--- src/hdl/l2vn_pkg.sv ---
// ----------------------------------------------------------------------------
// L2 vector normalizer package
// Sizes, state types, result record and shared helpers.
// ----------------------------------------------------------------------------
`default_nettype none

package l2vn_pkg;

	localparam int unsigned MAX_CHANNELS = 64;
	localparam int unsigned SAMPLE_BITS  = 16;

	localparam int unsigned FRAC   = SAMPLE_BITS - 1;
	localparam int unsigned SHIFT  = 31 - FRAC;
	localparam int unsigned ADDR_W = (MAX_CHANNELS > 1) ? $clog2(MAX_CHANNELS) : 1;
	localparam int unsigned CNT_W  = $clog2(MAX_CHANNELS + 1);
	localparam int unsigned SQ_W   = 2 * SAMPLE_BITS;
	localparam int unsigned SUM_W  = 2 * SAMPLE_BITS - 2 + CNT_W;

	localparam int unsigned QUO_W   = 63;
	localparam int unsigned QSTEP_W = $clog2(QUO_W);
	localparam int unsigned ROOT_W  = 32;
	localparam int unsigned RSTEP_W = $clog2(ROOT_W);
	localparam int unsigned WORK_W  = 2 * ROOT_W;

	localparam int unsigned PROD_W = SAMPLE_BITS + ROOT_W;
	localparam int unsigned Y_W    = PROD_W + 1 - SHIFT;

	localparam int unsigned FIFO_DEPTH = 4;
	localparam int unsigned FIFO_AW    = $clog2(FIFO_DEPTH);
	localparam int unsigned FIFO_CW    = $clog2(FIFO_DEPTH + 1);

	localparam logic [SAMPLE_BITS-1:0] SAT_POS = SAMPLE_BITS'((64'd1 << FRAC) - 64'd1);
	localparam logic [SAMPLE_BITS-1:0] SAT_NEG = SAMPLE_BITS'(64'd1 << FRAC);
	localparam logic [PROD_W:0] ROUND_ADD =
		(SHIFT > 0) ? (PROD_W + 1)'(64'd1 << ((SHIFT > 0) ? SHIFT - 1 : 0)) : '0;

	typedef enum logic [1:0] {
		ST_LOAD,
		ST_FINISH,
		ST_SCALE,
		ST_EMIT
	} state_t;

	typedef enum logic [1:0] {
		RS_IDLE,
		RS_DIV,
		RS_ROOT,
		RS_DONE
	} rs_state_t;

	typedef struct packed {
		logic              done;
		logic [ROOT_W-1:0] root;
	} rs_stat_t;

	typedef struct packed {
		logic signed [SAMPLE_BITS-1:0] normalized;
		logic                          last_of_run;
		logic                          zero_norm;
		logic                          overflow;
	} res_t;

	function automatic logic [SAMPLE_BITS-1:0] magnitude(input logic [SAMPLE_BITS-1:0] x);
		return x[SAMPLE_BITS-1] ? (~x + 1'b1) : x;
	endfunction

endpackage

`default_nettype wire

--- src/hdl/l2vn_in_if.sv ---
// ----------------------------------------------------------------------------
// L2 vector normalizer sample channel
// Valid/ready channel that carries one channel value per request.
// ----------------------------------------------------------------------------
`default_nettype none

interface l2vn_in_if;
	logic                                    valid;
	logic                                    ready;
	logic signed [l2vn_pkg::SAMPLE_BITS-1:0] sample;
	logic                                    last_of_vector;

	modport source(output valid, output sample, output last_of_vector, input ready);
	modport sink(input valid, input sample, input last_of_vector, output ready);
endinterface

`default_nettype wire

--- src/hdl/l2vn_out_if.sv ---
// ----------------------------------------------------------------------------
// L2 vector normalizer result channel
// Valid/ready channel that carries one normalized value per request.
// ----------------------------------------------------------------------------
`default_nettype none

interface l2vn_out_if;
	logic                                    valid;
	logic                                    ready;
	logic signed [l2vn_pkg::SAMPLE_BITS-1:0] normalized;
	logic                                    last_of_run;
	logic                                    zero_norm;
	logic                                    overflow;

	modport source(output valid, output normalized, output last_of_run,
		output zero_norm, output overflow, input ready);
	modport sink(input valid, input normalized, input last_of_run,
		input zero_norm, input overflow, output ready);
endinterface

`default_nettype wire

--- src/hdl/l2vn_rsqrt.sv ---
// ----------------------------------------------------------------------------
// L2 vector normalizer reciprocal square root
// Restoring divide of 2^62 by the square sum, one quotient bit per cycle,
// followed by a digit-by-digit integer square root, one root bit per cycle.
// ----------------------------------------------------------------------------
`default_nettype none

module l2vn_rsqrt (
	input  logic                       clk,
	input  logic                       arst_n,
	input  logic                       start,
	input  logic [l2vn_pkg::SUM_W-1:0] sum,
	output l2vn_pkg::rs_stat_t         stat
);

	l2vn_pkg::rs_state_t state_q, state_d;

	logic [l2vn_pkg::SUM_W-1:0]   div_q;
	logic [l2vn_pkg::SUM_W-1:0]   rem_q;
	logic [l2vn_pkg::QUO_W-1:0]   quo_q;
	logic [l2vn_pkg::QSTEP_W-1:0] dstep_q;
	logic [l2vn_pkg::WORK_W-1:0]  v_q;
	logic [l2vn_pkg::WORK_W-1:0]  res_q;
	logic [l2vn_pkg::WORK_W-1:0]  bit_q;
	logic [l2vn_pkg::RSTEP_W-1:0] rstep_q;

	logic                         dbit;
	logic [l2vn_pkg::SUM_W:0]     trial;
	logic [l2vn_pkg::SUM_W:0]     trial_sub;
	logic                         qbit;
	logic [l2vn_pkg::SUM_W-1:0]   rem_nx;
	logic [l2vn_pkg::QUO_W-1:0]   quo_nx;
	logic [l2vn_pkg::WORK_W-1:0]  tsum;
	logic                         take;

	assign dbit      = (dstep_q == l2vn_pkg::QSTEP_W'(l2vn_pkg::QUO_W - 1));
	assign trial     = {rem_q, dbit};
	assign trial_sub = trial - {1'b0, div_q};
	assign qbit      = (trial >= {1'b0, div_q});
	assign rem_nx    = qbit ? trial_sub[l2vn_pkg::SUM_W-1:0] : trial[l2vn_pkg::SUM_W-1:0];
	assign quo_nx    = {quo_q[l2vn_pkg::QUO_W-2:0], qbit};
	assign tsum      = res_q + bit_q;
	assign take      = (v_q >= tsum);

	always_comb begin
		state_d = state_q;
		unique case (state_q)
			l2vn_pkg::RS_IDLE: begin
				if (start) begin
					state_d = l2vn_pkg::RS_DIV;
				end
			end
			l2vn_pkg::RS_DIV: begin
				if (dstep_q == '0) begin
					state_d = l2vn_pkg::RS_ROOT;
				end
			end
			l2vn_pkg::RS_ROOT: begin
				if (rstep_q == '0) begin
					state_d = l2vn_pkg::RS_DONE;
				end
			end
			l2vn_pkg::RS_DONE: begin
				state_d = l2vn_pkg::RS_IDLE;
			end
			default: begin
				state_d = l2vn_pkg::RS_IDLE;
			end
		endcase
	end

	always_comb begin
		stat.done = (state_q == l2vn_pkg::RS_DONE);
		stat.root = res_q[l2vn_pkg::ROOT_W-1:0];
	end

	always_ff @(posedge clk or negedge arst_n) begin
		if (!arst_n) begin
			state_q <= l2vn_pkg::RS_IDLE;
		end else begin
			state_q <= state_d;
		end
	end

	always_ff @(posedge clk) begin
		unique case (state_q)
			l2vn_pkg::RS_IDLE: begin
				if (start) begin
					div_q   <= sum;
					rem_q   <= '0;
					quo_q   <= '0;
					dstep_q <= l2vn_pkg::QSTEP_W'(l2vn_pkg::QUO_W - 1);
				end
			end
			l2vn_pkg::RS_DIV: begin
				rem_q   <= rem_nx;
				quo_q   <= quo_nx;
				dstep_q <= dstep_q - 1'b1;
				if (dstep_q == '0) begin
					v_q     <= l2vn_pkg::WORK_W'(quo_nx);
					res_q   <= '0;
					bit_q   <= l2vn_pkg::WORK_W'(1) << (l2vn_pkg::WORK_W - 2);
					rstep_q <= l2vn_pkg::RSTEP_W'(l2vn_pkg::ROOT_W - 1);
				end
			end
			l2vn_pkg::RS_ROOT: begin
				if (take) begin
					v_q   <= v_q - tsum;
					res_q <= (res_q >> 1) + bit_q;
				end else begin
					res_q <= res_q >> 1;
				end
				bit_q   <= bit_q >> 2;
				rstep_q <= rstep_q - 1'b1;
			end
			l2vn_pkg::RS_DONE: begin
			end
			default: begin
			end
		endcase
	end

endmodule

`default_nettype wire

--- src/hdl/l2vn_fifo.sv ---
// ----------------------------------------------------------------------------
// L2 vector normalizer result queue
// Small register queue between the scaling pipeline and the result channel.
// ----------------------------------------------------------------------------
`default_nettype none

module l2vn_fifo (
	input  logic                         clk,
	input  logic                         arst_n,
	input  logic                         push,
	input  l2vn_pkg::res_t               push_data,
	input  logic                         pop,
	output logic                         valid,
	output l2vn_pkg::res_t               head,
	output logic [l2vn_pkg::FIFO_CW-1:0] count
);

	l2vn_pkg::res_t               entry_q [l2vn_pkg::FIFO_DEPTH];
	logic [l2vn_pkg::FIFO_AW-1:0] wr_q;
	logic [l2vn_pkg::FIFO_AW-1:0] rd_q;
	logic [l2vn_pkg::FIFO_CW-1:0] count_q;

	assign valid = (count_q != '0);
	assign head  = entry_q[rd_q];
	assign count = count_q;

	always_ff @(posedge clk or negedge arst_n) begin
		if (!arst_n) begin
			wr_q    <= '0;
			rd_q    <= '0;
			count_q <= '0;
		end else begin
			if (push) begin
				wr_q <= wr_q + 1'b1;
			end
			if (pop) begin
				rd_q <= rd_q + 1'b1;
			end
			if (push && !pop) begin
				count_q <= count_q + 1'b1;
			end else if (pop && !push) begin
				count_q <= count_q - 1'b1;
			end
		end
	end

	always_ff @(posedge clk) begin
		if (push) begin
			entry_q[wr_q] <= push_data;
		end
	end

endmodule

`default_nettype wire

--- src/hdl/l2_vector_normalizer_unit.sv ---
// After the last sample is taken the sum closes, a serial divide forms a 63-bit quotient,
// a serial root its 32-bit root, and a hand-off follows (all skipped for an all-zero vector);
// each result is then read, scaled and queued, one per cycle while results are not stalled.
// A vector is taken only after the last result of the one before is issued, paced by the
// serial divider and root unit and by the single read port of the sample store.
// Reset clears the sequencer, sum, counts and queue; the sample store is not cleared.
// ----------------------------------------------------------------------------
// L2 vector normalizer
// Stores a vector of Q1.15 samples, sums their squares, forms the reciprocal
// square root and emits every stored sample scaled to unit L2 norm.
// ----------------------------------------------------------------------------
`default_nettype none

module l2_vector_normalizer_unit (
	input  logic       clk,
	input  logic       arst_n,
	l2vn_in_if.sink    samples,
	l2vn_out_if.source results
);

	l2vn_pkg::state_t state_q, state_d;

	logic [l2vn_pkg::SAMPLE_BITS-1:0] store_mem [l2vn_pkg::MAX_CHANNELS];

	logic [l2vn_pkg::CNT_W-1:0]       count_q;
	logic [l2vn_pkg::SUM_W-1:0]       sum_q;
	logic                             drop_q;
	logic [l2vn_pkg::SQ_W-1:0]        sq_s1;
	logic                             sq_vld_s1;

	logic [l2vn_pkg::CNT_W-1:0]       n_q;
	logic                             zero_q;
	logic                             ovf_q;
	logic [l2vn_pkg::ROOT_W-1:0]      root_q;
	logic [l2vn_pkg::CNT_W-1:0]       iss_q;

	logic [l2vn_pkg::SAMPLE_BITS-1:0] rd_s1;
	logic                             vld_s1;
	logic                             last_s1;
	logic                             zero_s1;
	logic                             ovf_s1;
	logic [l2vn_pkg::PROD_W-1:0]      prod_s2;
	logic                             neg_s2;
	logic                             vld_s2;
	logic                             last_s2;
	logic                             zero_s2;
	logic                             ovf_s2;

	logic                             acc;
	logic                             room;
	logic                             fin_go;
	logic                             sum_zero;
	logic                             rs_start;
	logic                             issue;
	logic                             last_issue;
	logic                             credit;
	logic [l2vn_pkg::SAMPLE_BITS-1:0] mag_in;
	logic [l2vn_pkg::SQ_W-1:0]        sq_c;
	logic [l2vn_pkg::SAMPLE_BITS-1:0] mag_rd;
	logic [l2vn_pkg::PROD_W-1:0]      prod_c;
	logic [l2vn_pkg::PROD_W:0]        rnd;
	logic [l2vn_pkg::Y_W-1:0]         y;
	logic [l2vn_pkg::SAMPLE_BITS-1:0] y_pos;
	logic [l2vn_pkg::SAMPLE_BITS-1:0] y_neg;
	logic [l2vn_pkg::FIFO_CW:0]       pending;

	l2vn_pkg::rs_stat_t               rs_stat;
	l2vn_pkg::res_t                   push_data;
	l2vn_pkg::res_t                   head;
	logic                             fifo_valid;
	logic [l2vn_pkg::FIFO_CW-1:0]     fifo_cnt;

	assign acc        = samples.valid && samples.ready;
	assign room       = (count_q < l2vn_pkg::CNT_W'(l2vn_pkg::MAX_CHANNELS));
	assign fin_go     = (state_q == l2vn_pkg::ST_FINISH) && !sq_vld_s1;
	assign sum_zero   = (sum_q == '0);
	assign last_issue = (l2vn_pkg::CNT_W'(iss_q + 1'b1) == n_q);
	assign pending    = (l2vn_pkg::FIFO_CW + 1)'(fifo_cnt) + (l2vn_pkg::FIFO_CW + 1)'(vld_s1)
		+ (l2vn_pkg::FIFO_CW + 1)'(vld_s2);
	assign credit     = (pending < (l2vn_pkg::FIFO_CW + 1)'(l2vn_pkg::FIFO_DEPTH));

	assign mag_in = l2vn_pkg::magnitude(samples.sample);
	assign sq_c   = l2vn_pkg::SQ_W'(mag_in) * l2vn_pkg::SQ_W'(mag_in);
	assign mag_rd = l2vn_pkg::magnitude(rd_s1);
	assign prod_c = l2vn_pkg::PROD_W'(mag_rd) * l2vn_pkg::PROD_W'(root_q);

	always_comb begin
		state_d = state_q;
		unique case (state_q)
			l2vn_pkg::ST_LOAD: begin
				if (acc && samples.last_of_vector) begin
					state_d = l2vn_pkg::ST_FINISH;
				end
			end
			l2vn_pkg::ST_FINISH: begin
				if (!sq_vld_s1) begin
					state_d = sum_zero ? l2vn_pkg::ST_EMIT : l2vn_pkg::ST_SCALE;
				end
			end
			l2vn_pkg::ST_SCALE: begin
				if (rs_stat.done) begin
					state_d = l2vn_pkg::ST_EMIT;
				end
			end
			l2vn_pkg::ST_EMIT: begin
				if (issue && last_issue) begin
					state_d = l2vn_pkg::ST_LOAD;
				end
			end
			default: begin
				state_d = l2vn_pkg::ST_LOAD;
			end
		endcase
	end

	always_comb begin
		samples.ready = (state_q == l2vn_pkg::ST_LOAD);
		rs_start      = fin_go && !sum_zero;
		issue         = (state_q == l2vn_pkg::ST_EMIT) && credit;
	end

	always_ff @(posedge clk or negedge arst_n) begin
		if (!arst_n) begin
			state_q   <= l2vn_pkg::ST_LOAD;
			count_q   <= '0;
			sum_q     <= '0;
			drop_q    <= 1'b0;
			sq_vld_s1 <= 1'b0;
			iss_q     <= '0;
			vld_s1    <= 1'b0;
			vld_s2    <= 1'b0;
		end else begin
			state_q   <= state_d;
			sq_vld_s1 <= acc && room;
			vld_s1    <= issue;
			vld_s2    <= vld_s1;
			priority if (fin_go) begin
				count_q <= '0;
				sum_q   <= '0;
				drop_q  <= 1'b0;
			end else begin
				if (acc) begin
					if (room) begin
						count_q <= count_q + 1'b1;
					end else begin
						drop_q <= 1'b1;
					end
				end
				if (sq_vld_s1) begin
					sum_q <= sum_q + l2vn_pkg::SUM_W'(sq_s1);
				end
			end
			priority if (fin_go) begin
				iss_q <= '0;
			end else if (issue) begin
				iss_q <= iss_q + 1'b1;
			end
		end
	end

	always_ff @(posedge clk) begin
		if (acc && room) begin
			store_mem[count_q[l2vn_pkg::ADDR_W-1:0]] <= samples.sample;
		end
		if (issue) begin
			rd_s1 <= store_mem[iss_q[l2vn_pkg::ADDR_W-1:0]];
		end
	end

	always_ff @(posedge clk) begin
		if (acc) begin
			sq_s1 <= sq_c;
		end
		if (fin_go) begin
			n_q    <= count_q;
			zero_q <= sum_zero;
			ovf_q  <= drop_q;
		end
		if (rs_stat.done) begin
			root_q <= rs_stat.root;
		end
		last_s1 <= last_issue;
		zero_s1 <= zero_q;
		ovf_s1  <= ovf_q;
		prod_s2 <= prod_c;
		neg_s2  <= rd_s1[l2vn_pkg::SAMPLE_BITS-1];
		last_s2 <= last_s1;
		zero_s2 <= zero_s1;
		ovf_s2  <= ovf_s1;
	end

	always_comb begin
		rnd   = {1'b0, prod_s2} + l2vn_pkg::ROUND_ADD;
		y     = rnd[l2vn_pkg::PROD_W:l2vn_pkg::SHIFT];
		y_pos = (y > l2vn_pkg::Y_W'(l2vn_pkg::SAT_POS)) ?
			l2vn_pkg::SAT_POS : y[l2vn_pkg::SAMPLE_BITS-1:0];
		y_neg = (y > l2vn_pkg::Y_W'(l2vn_pkg::SAT_NEG)) ?
			l2vn_pkg::SAT_NEG : y[l2vn_pkg::SAMPLE_BITS-1:0];
		push_data.last_of_run = last_s2;
		push_data.zero_norm   = zero_s2;
		push_data.overflow    = ovf_s2;
		if (zero_s2) begin
			push_data.normalized = '0;
		end else if (neg_s2) begin
			push_data.normalized = ~y_neg + 1'b1;
		end else begin
			push_data.normalized = y_pos;
		end
	end

	l2vn_rsqrt u_rsqrt (
		.clk    (clk),
		.arst_n (arst_n),
		.start  (rs_start),
		.sum    (sum_q),
		.stat   (rs_stat)
	);

	l2vn_fifo u_fifo (
		.clk       (clk),
		.arst_n    (arst_n),
		.push      (vld_s2),
		.push_data (push_data),
		.pop       (fifo_valid && results.ready),
		.valid     (fifo_valid),
		.head      (head),
		.count     (fifo_cnt)
	);

	assign results.valid       = fifo_valid;
	assign results.normalized  = head.normalized;
	assign results.last_of_run = head.last_of_run;
	assign results.zero_norm   = head.zero_norm;
	assign results.overflow    = head.overflow;

endmodule

`default_nettype wire

--- src/flat_wrapper.sv ---
// flat-port wrapper written by rule: the top's interface ports become plain ports
module l2_vector_normalizer_unit_flat 
  (clk, arst_n, samples_valid, samples_sample, samples_last_of_vector, samples_ready, results_valid, results_normalized, results_last_of_run, results_zero_norm, results_overflow, results_ready);
  l2vn_in_if samples_i ();
  l2vn_out_if results_i ();
  input  logic clk;
  input  logic arst_n;
  input wire logic [$bits(samples_i.valid)-1:0] samples_valid;
  input wire logic [$bits(samples_i.sample)-1:0] samples_sample;
  input wire logic [$bits(samples_i.last_of_vector)-1:0] samples_last_of_vector;
  output wire logic [$bits(samples_i.ready)-1:0] samples_ready;
  output wire logic [$bits(results_i.valid)-1:0] results_valid;
  output wire logic [$bits(results_i.normalized)-1:0] results_normalized;
  output wire logic [$bits(results_i.last_of_run)-1:0] results_last_of_run;
  output wire logic [$bits(results_i.zero_norm)-1:0] results_zero_norm;
  output wire logic [$bits(results_i.overflow)-1:0] results_overflow;
  input wire logic [$bits(results_i.ready)-1:0] results_ready;
  assign samples_i.valid = samples_valid;
  assign samples_i.sample = samples_sample;
  assign samples_i.last_of_vector = samples_last_of_vector;
  assign samples_ready = samples_i.ready;
  assign results_valid = results_i.valid;
  assign results_normalized = results_i.normalized;
  assign results_last_of_run = results_i.last_of_run;
  assign results_zero_norm = results_i.zero_norm;
  assign results_overflow = results_i.overflow;
  assign results_i.ready = results_ready;
  l2_vector_normalizer_unit u_core (.clk(clk), .arst_n(arst_n), .samples(samples_i), .results(results_i));
endmodule
--- config.mk ---
export PLATFORM = sky130hd
export DESIGN_NAME = l2_vector_normalizer_unit_flat
export DESIGN_NICKNAME = d
export VERILOG_FILES = /design/src/hdl/l2vn_pkg.sv /design/src/hdl/l2vn_in_if.sv /design/src/hdl/l2vn_out_if.sv /design/src/hdl/l2vn_rsqrt.sv /design/src/hdl/l2vn_fifo.sv /design/src/hdl/l2_vector_normalizer_unit.sv /design/src/flat_wrapper.sv
export SDC_FILE = /design/constraint.sdc
export NUM_CORES = 2
export LEC_CHECK = 0
export BUFFER_PORTS_ARGS = -buffer_cell sky130_fd_sc_hd__buf_2
export CORE_MARGIN = 2
export CORE_UTILIZATION = 25
export DETAILED_ROUTE_END_ITERATION = 6
export GPL_TIMING_DRIVEN = 0
export PLACE_DENSITY = 0.36
export SLEW_MARGIN = 10
export SYNTH_ARGS = -nofsm -noshare
export SYNTH_HDL_FRONTEND = slang
export SYNTH_HIERARCHICAL = 1
export SYNTH_SLANG_ARGS = --single-unit
--- constraint.sdc ---
create_clock -name clk -period 27.3 [get_ports clk]
set_input_delay 2.73 -clock clk [delete_from_list [all_inputs] [get_ports clk]]
set_output_delay 2.73 -clock clk [all_outputs]
set_load 0.01 [all_outputs]
## After elaboration in Yosys (flattened, before gate mapping)

Memory sizes are Yosys's and may differ from the RTL's. A register that Yosys moved wholly into a read port is not among the register bits.
Index checks and enable logic that the tools add are counted.

| word-level totals | value |
|---|---|
| bits in registers | 533 |
| bits in latches | 0 |
| bits in writable memories | 1100 |
| bits in read-only memories | 0 |
| bits of input ports | 21 |
| output and inout bits | 21 |
| logic and storage cells | 166 |
| memories kept | 2 |

| cells by class | value |
|---|---|
| add/subtract/negate cells | 19 |
| $mul | 2 |
| divide/modulo/power cells | 0 |
| $lt $le $gt $ge | 6 |
| equal/unequal tests | 17 |
| shift-type cells | 0 |
| muxes and demuxes | 49 |
| bitwise gates (word level) | 3 |
| reduce and logical (&&, ||, !) cells | 35 |

Memory list:

| memory | words | width | read ports | clocked after memory_dff | wr ports | RTL line | text |
|---|---|---|---|---|---|---|---|
| u_core.store_mem | 64 | 16 | 1 | 1 | 1 | l2_vector_normalizer_unit.sv:23 | `logic [l2vn_pkg::SAMPLE_BITS-1:0] store_mem [l2vn_pkg::MAX_CHANNELS];` |
| u_core.u_fifo.entry_q | 4 | 19 | 1 | 0 | 1 | l2vn_fifo.sv:18 | `l2vn_pkg::res_t entry_q [l2vn_pkg::FIFO_DEPTH];` |

Operator list:

| kind | number |
|---|---|
| 64-bit case mux with 2 select lines | 3 |
| 64-bit 2-to-1 mux | 5 |
| 37-bit 2-to-1 mux | 4 |
| 62-bit case mux with 2 select lines | 1 |
| 16-bit 2-to-1 mux | 6 |
| 37-bit case mux with 2 select lines | 1 |
| 63-bit by 64-bit adder with 64-bit output | 1 |
| 64-bit adder | 1 |
| 64-bit >= comparator | 1 |
| 64-bit subtractor | 1 |
| 62-bit 2-to-1 mux | 1 |
| 48-bit by 16-bit adder with 49-bit output (second input constant) | 1 |
| 16-bit by 1-bit adder with 16-bit output (second input constant) | 3 |
| 16-bit by 32-bit multiplier with 48-bit output | 1 |
| 16-bit inverter | 3 |
| 38-bit by 37-bit >= comparator with 1-bit output | 1 |
| 37-bit by 32-bit adder with 37-bit output | 1 |
| 37-bit logical NOT | 1 |
| 37-bit subtractor | 1 |
| 7-bit 2-to-1 mux | 5 |
| 33-bit by 15-bit greater-than comparator with 1-bit output (second input constant) | 1 |
| 33-bit by 16-bit greater-than comparator with 1-bit output (second input constant) | 1 |
| 16-bit by 16-bit multiplier with 32-bit output | 1 |
| 2-bit case mux with 4 select lines | 2 |
| 33 further kinds | 84 |

## Depth between registers and ports, before layout

| depth | value |
|---|---|
| depth after elaboration | 7 |
| depth in mapped cells | 33 |
| depth with buffers taken out | 30 |

## Cells and area by module

The synthesis kept the hierarchy.

By module, submodules not included:

| module | instances | cells an instance | area each (sq um) | sequential area each (sq um) |
|---|---|---|---|---|
| l2_vector_normalizer_unit | 1 | 5529 | 71642.5 | 35619.2 |
| l2vn_rsqrt | 1 | 2447 | 23328.6 | 9268.9 |
| l2vn_fifo | 1 | 132 | 3130.5 | 2457.4 |

## Worst setup path after synthesis

Ideal clock, no wire load.

| timing path | value |
|---|---|
| kind | reg-to-reg |
| from | register u_core.u_rsqrt.state_q[1] |
| to | register u_core/u_rsqrt/v_q[0] (netlist bit), enable pin |
| library setup time | 0.503 ns |
| arrival time | 11.754 ns |
| required time | 26.797 ns |
| path slack | 15.043 ns |
| stages on the path, launching flop included | 7 |
| buffers on the path | 0 |
| clock period less this slack | 12.257 ns |
| cell sequence | dfrtp_1 > inv_1 > ha_1 > inv_1 > a31o_2 > a21boi_0 > a21boi_1 |

| between the ends | value |
|---|---|
| cells in the longest elaborated chain, start to end | 3 |

RTL lines:

| element | RTL line | text |
|---|---|---|
| from (decl) | l2vn_rsqrt.sv:16 | `l2vn_pkg::rs_state_t state_q, state_d;` |
| from (signal assigned) | l2vn_rsqrt.sv:79 | `state_q <= l2vn_pkg::RS_IDLE;` |
| from (signal assigned) | l2vn_rsqrt.sv:81 | `state_q <= state_d;` |
| 2-bit equality test / 2-bit by 1-bit equality test with 1-bit output (equally long branches) | l2vn_rsqrt.sv:86 | `unique case (state_q)` |
| 2-bit != test (no line) / 2-bit nonzero test (equally long branches) | n/a |  |
| 3-bit AND reduction (no line) * | n/a |  |
| to (signal assigned) | l2vn_rsqrt.sv:100 | `v_q <= l2vn_pkg::WORK_W'(quo_nx);` |
| to (signal assigned) | l2vn_rsqrt.sv:108 | `v_q <= v_q - tsum;` |
| to (decl) | l2vn_rsqrt.sv:22 | `logic [l2vn_pkg::WORK_W-1:0] v_q;` |

Mark *: on every way between the ends. The rest lies on a longest branch, timed or not.
A chain may end at the register's enable or synchronous reset.

## Final worst setup path

| timing path | value |
|---|---|
| from | input port samples_sample[0] |
| to | register u_core/sq_s1[30] (netlist bit), data pin |

| between the ends | value |
|---|---|
| cells in the longest elaborated chain, start to end | 4 |

RTL lines:

| element | RTL line | text |
|---|---|---|
| from (decl) | flat_wrapper.sv:9 | `input wire logic [$bits(samples_i.sample)-1:0] samples_sample;` |
| 16-bit inverter | l2vn_pkg.sv:64 | `return x[SAMPLE_BITS-1] ? (~x + 1'b1) : x;` |
| 16-bit by 1-bit adder with 16-bit output | l2vn_pkg.sv:64 |  |
| 16-bit 2-to-1 mux * | l2vn_pkg.sv:64 |  |
| 16-bit by 16-bit multiplier with 32-bit output * | l2_vector_normalizer_unit.sv:83 | `assign sq_c = l2vn_pkg::SQ_W'(mag_in) * l2vn_pkg::SQ_W'(mag_in);` |
| net u_core.sq_c, one bit | l2_vector_normalizer_unit.sv:58 | `logic [l2vn_pkg::SQ_W-1:0] sq_c;` |
| to (signal assigned) | l2_vector_normalizer_unit.sv:172 | `sq_s1 <= sq_c;` |
| to (decl) | l2_vector_normalizer_unit.sv:28 | `logic [l2vn_pkg::SQ_W-1:0] sq_s1;` |

Mark *: on every way through the listed nets, which the timed path passes. The rest lies on a longest branch.

==> metrics <==
maximum clock rate=85.1 MHz; DRT iter0 DRCs=4257; die width=630 µm; number of flops mapped to enable cells by yosys=1495; Worst-path clk slew=0.05 ns; Clock Skew=0.134 ns; Die Ht=630 µm; asr flop ratio synth=0.0412; min Tclk post-route=11.75 ns; fin. max-slew vios=0; Core Util, Final=0.289; sequential area share after synthesis=0.483; DRT Pass-1 Iters=6; FP Rows=230; Ports=42; antenna violations before repair=19; gr ovfl total=0; Synth Cell Area=98100 µm²; Cell variety after synth=103; Worst Setup End Kind=register; final hold violations=0; Yosys reg bits=1601; area delta synth->final=15.5%; Sinks on Clock Net=1601; CP startpoint kind=input port; setup_tns=0 ns; die area=397000 µm²; crit-path max FO=30; Layout fillers=40.1k; hold_sp=u_core/ovf_s1; met2 Use GR=0.265; clk_lat worst skew=0.94 ns; buffer count from post-CTS setup fixing=0; Vias/cell=4.66; GPL Wtd Cong=0.811; # setup viols final=0; worst r2r src=u_core/rd_s1[0]; hold_buf cts=0; syn_area_per_cell=12.1 µm²; Bufs on Longest Clock Path=4; top_reg_cell synth=edfxtp_1; kind of critical path=input port to register; Starting Density=0.250; GRT met3 Usage=0.0172; worst reg-to-reg path cell count=29; WL final=315 mm; drt drc=0; CTS tree=done; FF-to-FF setup slack=16.92 ns; CP peak stage delay=0.65 ns; WL/cell=22.7 µm; GRT busiest layer=met2; vias in the first global route=67.0k; crit path launch=samples_sample[0]; all-layer global routing usage=0.157; Worst Tran Pin Value=1.34 ns; met1 Usage GRT=0.216; clock root buffer=clkbuf_16; first-pass GRT wire length=464 mm; maxcap violations=0; Post-Synthesis Cells=8108; Post-layout nets=9492; largest net degree at the start of global routing=63; Cell Count, Final, Fillers Out=13.8k; H-tree levels=4; post-cts sizing count=0; TritonCTS Buffers=199; Crit Reg-Reg Endpoint=u_core/prod_s2[47]; total vias in the final route=64.5k; status=completed; Antenna Nets Post-Route=0; slew margin rel.=0.109; core area=392000 µm²; layout cells sized above 1=0.110; DP Cell Count=13.5k; RSZ-0062 raised after global routing=no; worst min-delay path class=register to register; Crit path arrival time=12.32 ns; critical path required time=27.88 ns; period utilization=0.430; Critical Path Sink=u_core/sq_s1[30]; YS warnings=6; CP max-delay cell=fa_1; dpl hpwl=237 mm; # port buffers=41
state kept, by name, indices dropped and copies added, names as in the netlist, 3 cells and up:
register                flops
u_core/u_fifo/count         3
u_core/u_rsqrt/rem_q       37
u_core/u_rsqrt/div_q       37
u_core/u_rsqrt/dstep_q      6
u_core/u_rsqrt/bit_q       32
u_core/prod_s2             33
u_core/store_mem         1024
u_core/u_rsqrt/quo_q       62
u_core/sq_s1               31
u_core/rd_s1               16
u_core/count_q              7
u_core/sum_q               37
u_core/u_fifo/entry_q      76
u_core/iss_q                7
u_core/u_rsqrt/rstep_q      5
u_core/n_q                  7
u_core/u_rsqrt/v_q         64
u_core/root_q              32
u_core/u_rsqrt/res_q       64
synthesized netlist by cell type, types with 40 or more instances:
| cell | count | share of area |
|---|---|---|
| nor2_1 | 401 | 0.015 |
| dfxtp_1 | 40 | 0.0082 |
| o22ai_1 | 74 | 0.0047 |
| fa_1 | 585 | 0.12 |
| nor3_1 | 65 | 0.0033 |
| a211oi_1 | 56 | 0.0043 |
| clkbuf_1 | 288 | 0.011 |
| a21o_1 | 116 | 0.0089 |
| mux2_2 | 122 | 0.014 |
| or3_1 | 42 | 0.0027 |
| and2_1 | 288 | 0.018 |
| inv_1 | 809 | 0.031 |
| ha_1 | 434 | 0.055 |
| xnor2_1 | 199 | 0.018 |
| nand4_1 | 83 | 0.0053 |
| o21ai_1 | 53 | 0.0027 |
| o221ai_1 | 66 | 0.0059 |
| o21ai_0 | 245 | 0.012 |
| a21oi_1 | 424 | 0.022 |
| nand2_1 | 801 | 0.031 |
| mux4_2 | 162 | 0.037 |
| dfrtp_1 | 66 | 0.017 |
| a31oi_1 | 74 | 0.0047 |
| mux2i_1 | 224 | 0.023 |
| o21bai_1 | 54 | 0.0041 |
| xor2_1 | 152 | 0.014 |
| edfxtp_1 | 1495 | 0.46 |
| nand3_1 | 96 | 0.0049 |
final cells by class:
type | instances | area [µm²] | share of cell area
sequential | 1601 | 47300 | 0.418
clock buffer | 246 | 5300 | 0.0468
multi-input combinational | 5306 | 46300 | 0.409
timing repair buffer | 133 | 1940 | 0.0171
antenna | 8 | 20.0 | 0.000177
tap | 5220 | 6530 | 0.0576
clock inverter | 118 | 1140 | 0.0101
buffer | 394 | 1690 | 0.0149
inverter | 817 | 3070 | 0.0271
how the worst min path moves through the flow:
stage / slack [ns] / endpoint / cells past startpoint
2_1_floorplan: 0.31 / u_core/last_s2 / 0
3_3_place_gp: 0.32 / u_core/ovf_s2 / 0
3_5_place_dp: 0.34 / u_core/ovf_s2 / 0
4_1_cts: 0.35 / u_core/ovf_s2 / 0
5_1_grt: 0.35 / u_core/ovf_s2 / 0
6_report: 0.34 / u_core/ovf_s2 / 0
per-stage QoR:
| step | setup WS [ns] | hold slack [ns] | area, µm² |
|---|---|---|---|
| after floorplan | 15.04 | 0.310 | 98100 |
| after global placement | 6.63 | 0.322 | 105000 |
| after detailed placement | 14.70 | 0.336 | 107000 |
| after CTS | 15.58 | 0.349 | 113000 |
| after global routing | 15.04 | 0.354 | 113000 |
| final | 15.55 | 0.342 | 113000 |
cells by family (layout without fill, tap and decap cells):
logic type	count (synthesis)	count (layout)	synth area share
AOI/OAI and AO/OA	1397	1397	0.0905
xor gates and xnor gates	352	352	0.0315
adders and majority gates	1019	1019	0.175
buffers and inverters	1211	1708	0.0484
DFF	1601	1601	0.483
muxes	509	509	0.0743
other	2	20	0.0000766
and+or+nand+nor	2017	2017	0.0979
cells in the final DEF (no fill, tap or decap), types with 66 or more instances in the layout:
| cell | n |
|---|---|
| edfxtp_1 | 1495 |
| inv_1 | 808 |
| nand2_1 | 801 |
| fa_1 | 585 |
| ha_1 | 433 |
| a21oi_1 | 424 |
| nor2_1 | 337 |
| clkbuf_1 | 320 |
| and2_1 | 287 |
| o21ai_0 | 245 |
| mux2i_1 | 224 |
| clkbuf_16 | 201 |
| xnor2_1 | 199 |
| mux4_2 | 162 |
| xor2_1 | 152 |
| mux2_2 | 122 |
| a21o_1 | 116 |
| nand3_1 | 96 |
| nand4_1 | 83 |
| a31oi_1 | 74 |
| o22ai_1 | 74 |
| o221ai_1 | 66 |
| dfrtp_1 | 66 |
critical path: cells and delay by family:
family,cells,cell delay [ns]
xor gates and xnor gates,2,0.57
AOI/OAI and AO/OA,6,1.86
buffers and inverters,10,2.23
and+or+nand+nor,5,0.88
adders and majority gates,8,3.99
routing by layer:
metal	wire length [µm]	up-vias
met5	28	-
met4	6380	4
met3	12100	317
met2	151000	1324
met1	145000	33200
li1	-	29600
Power is not shown: default switching activity piles up to over one toggle a cycle in this logic, so the estimate is an artifact.
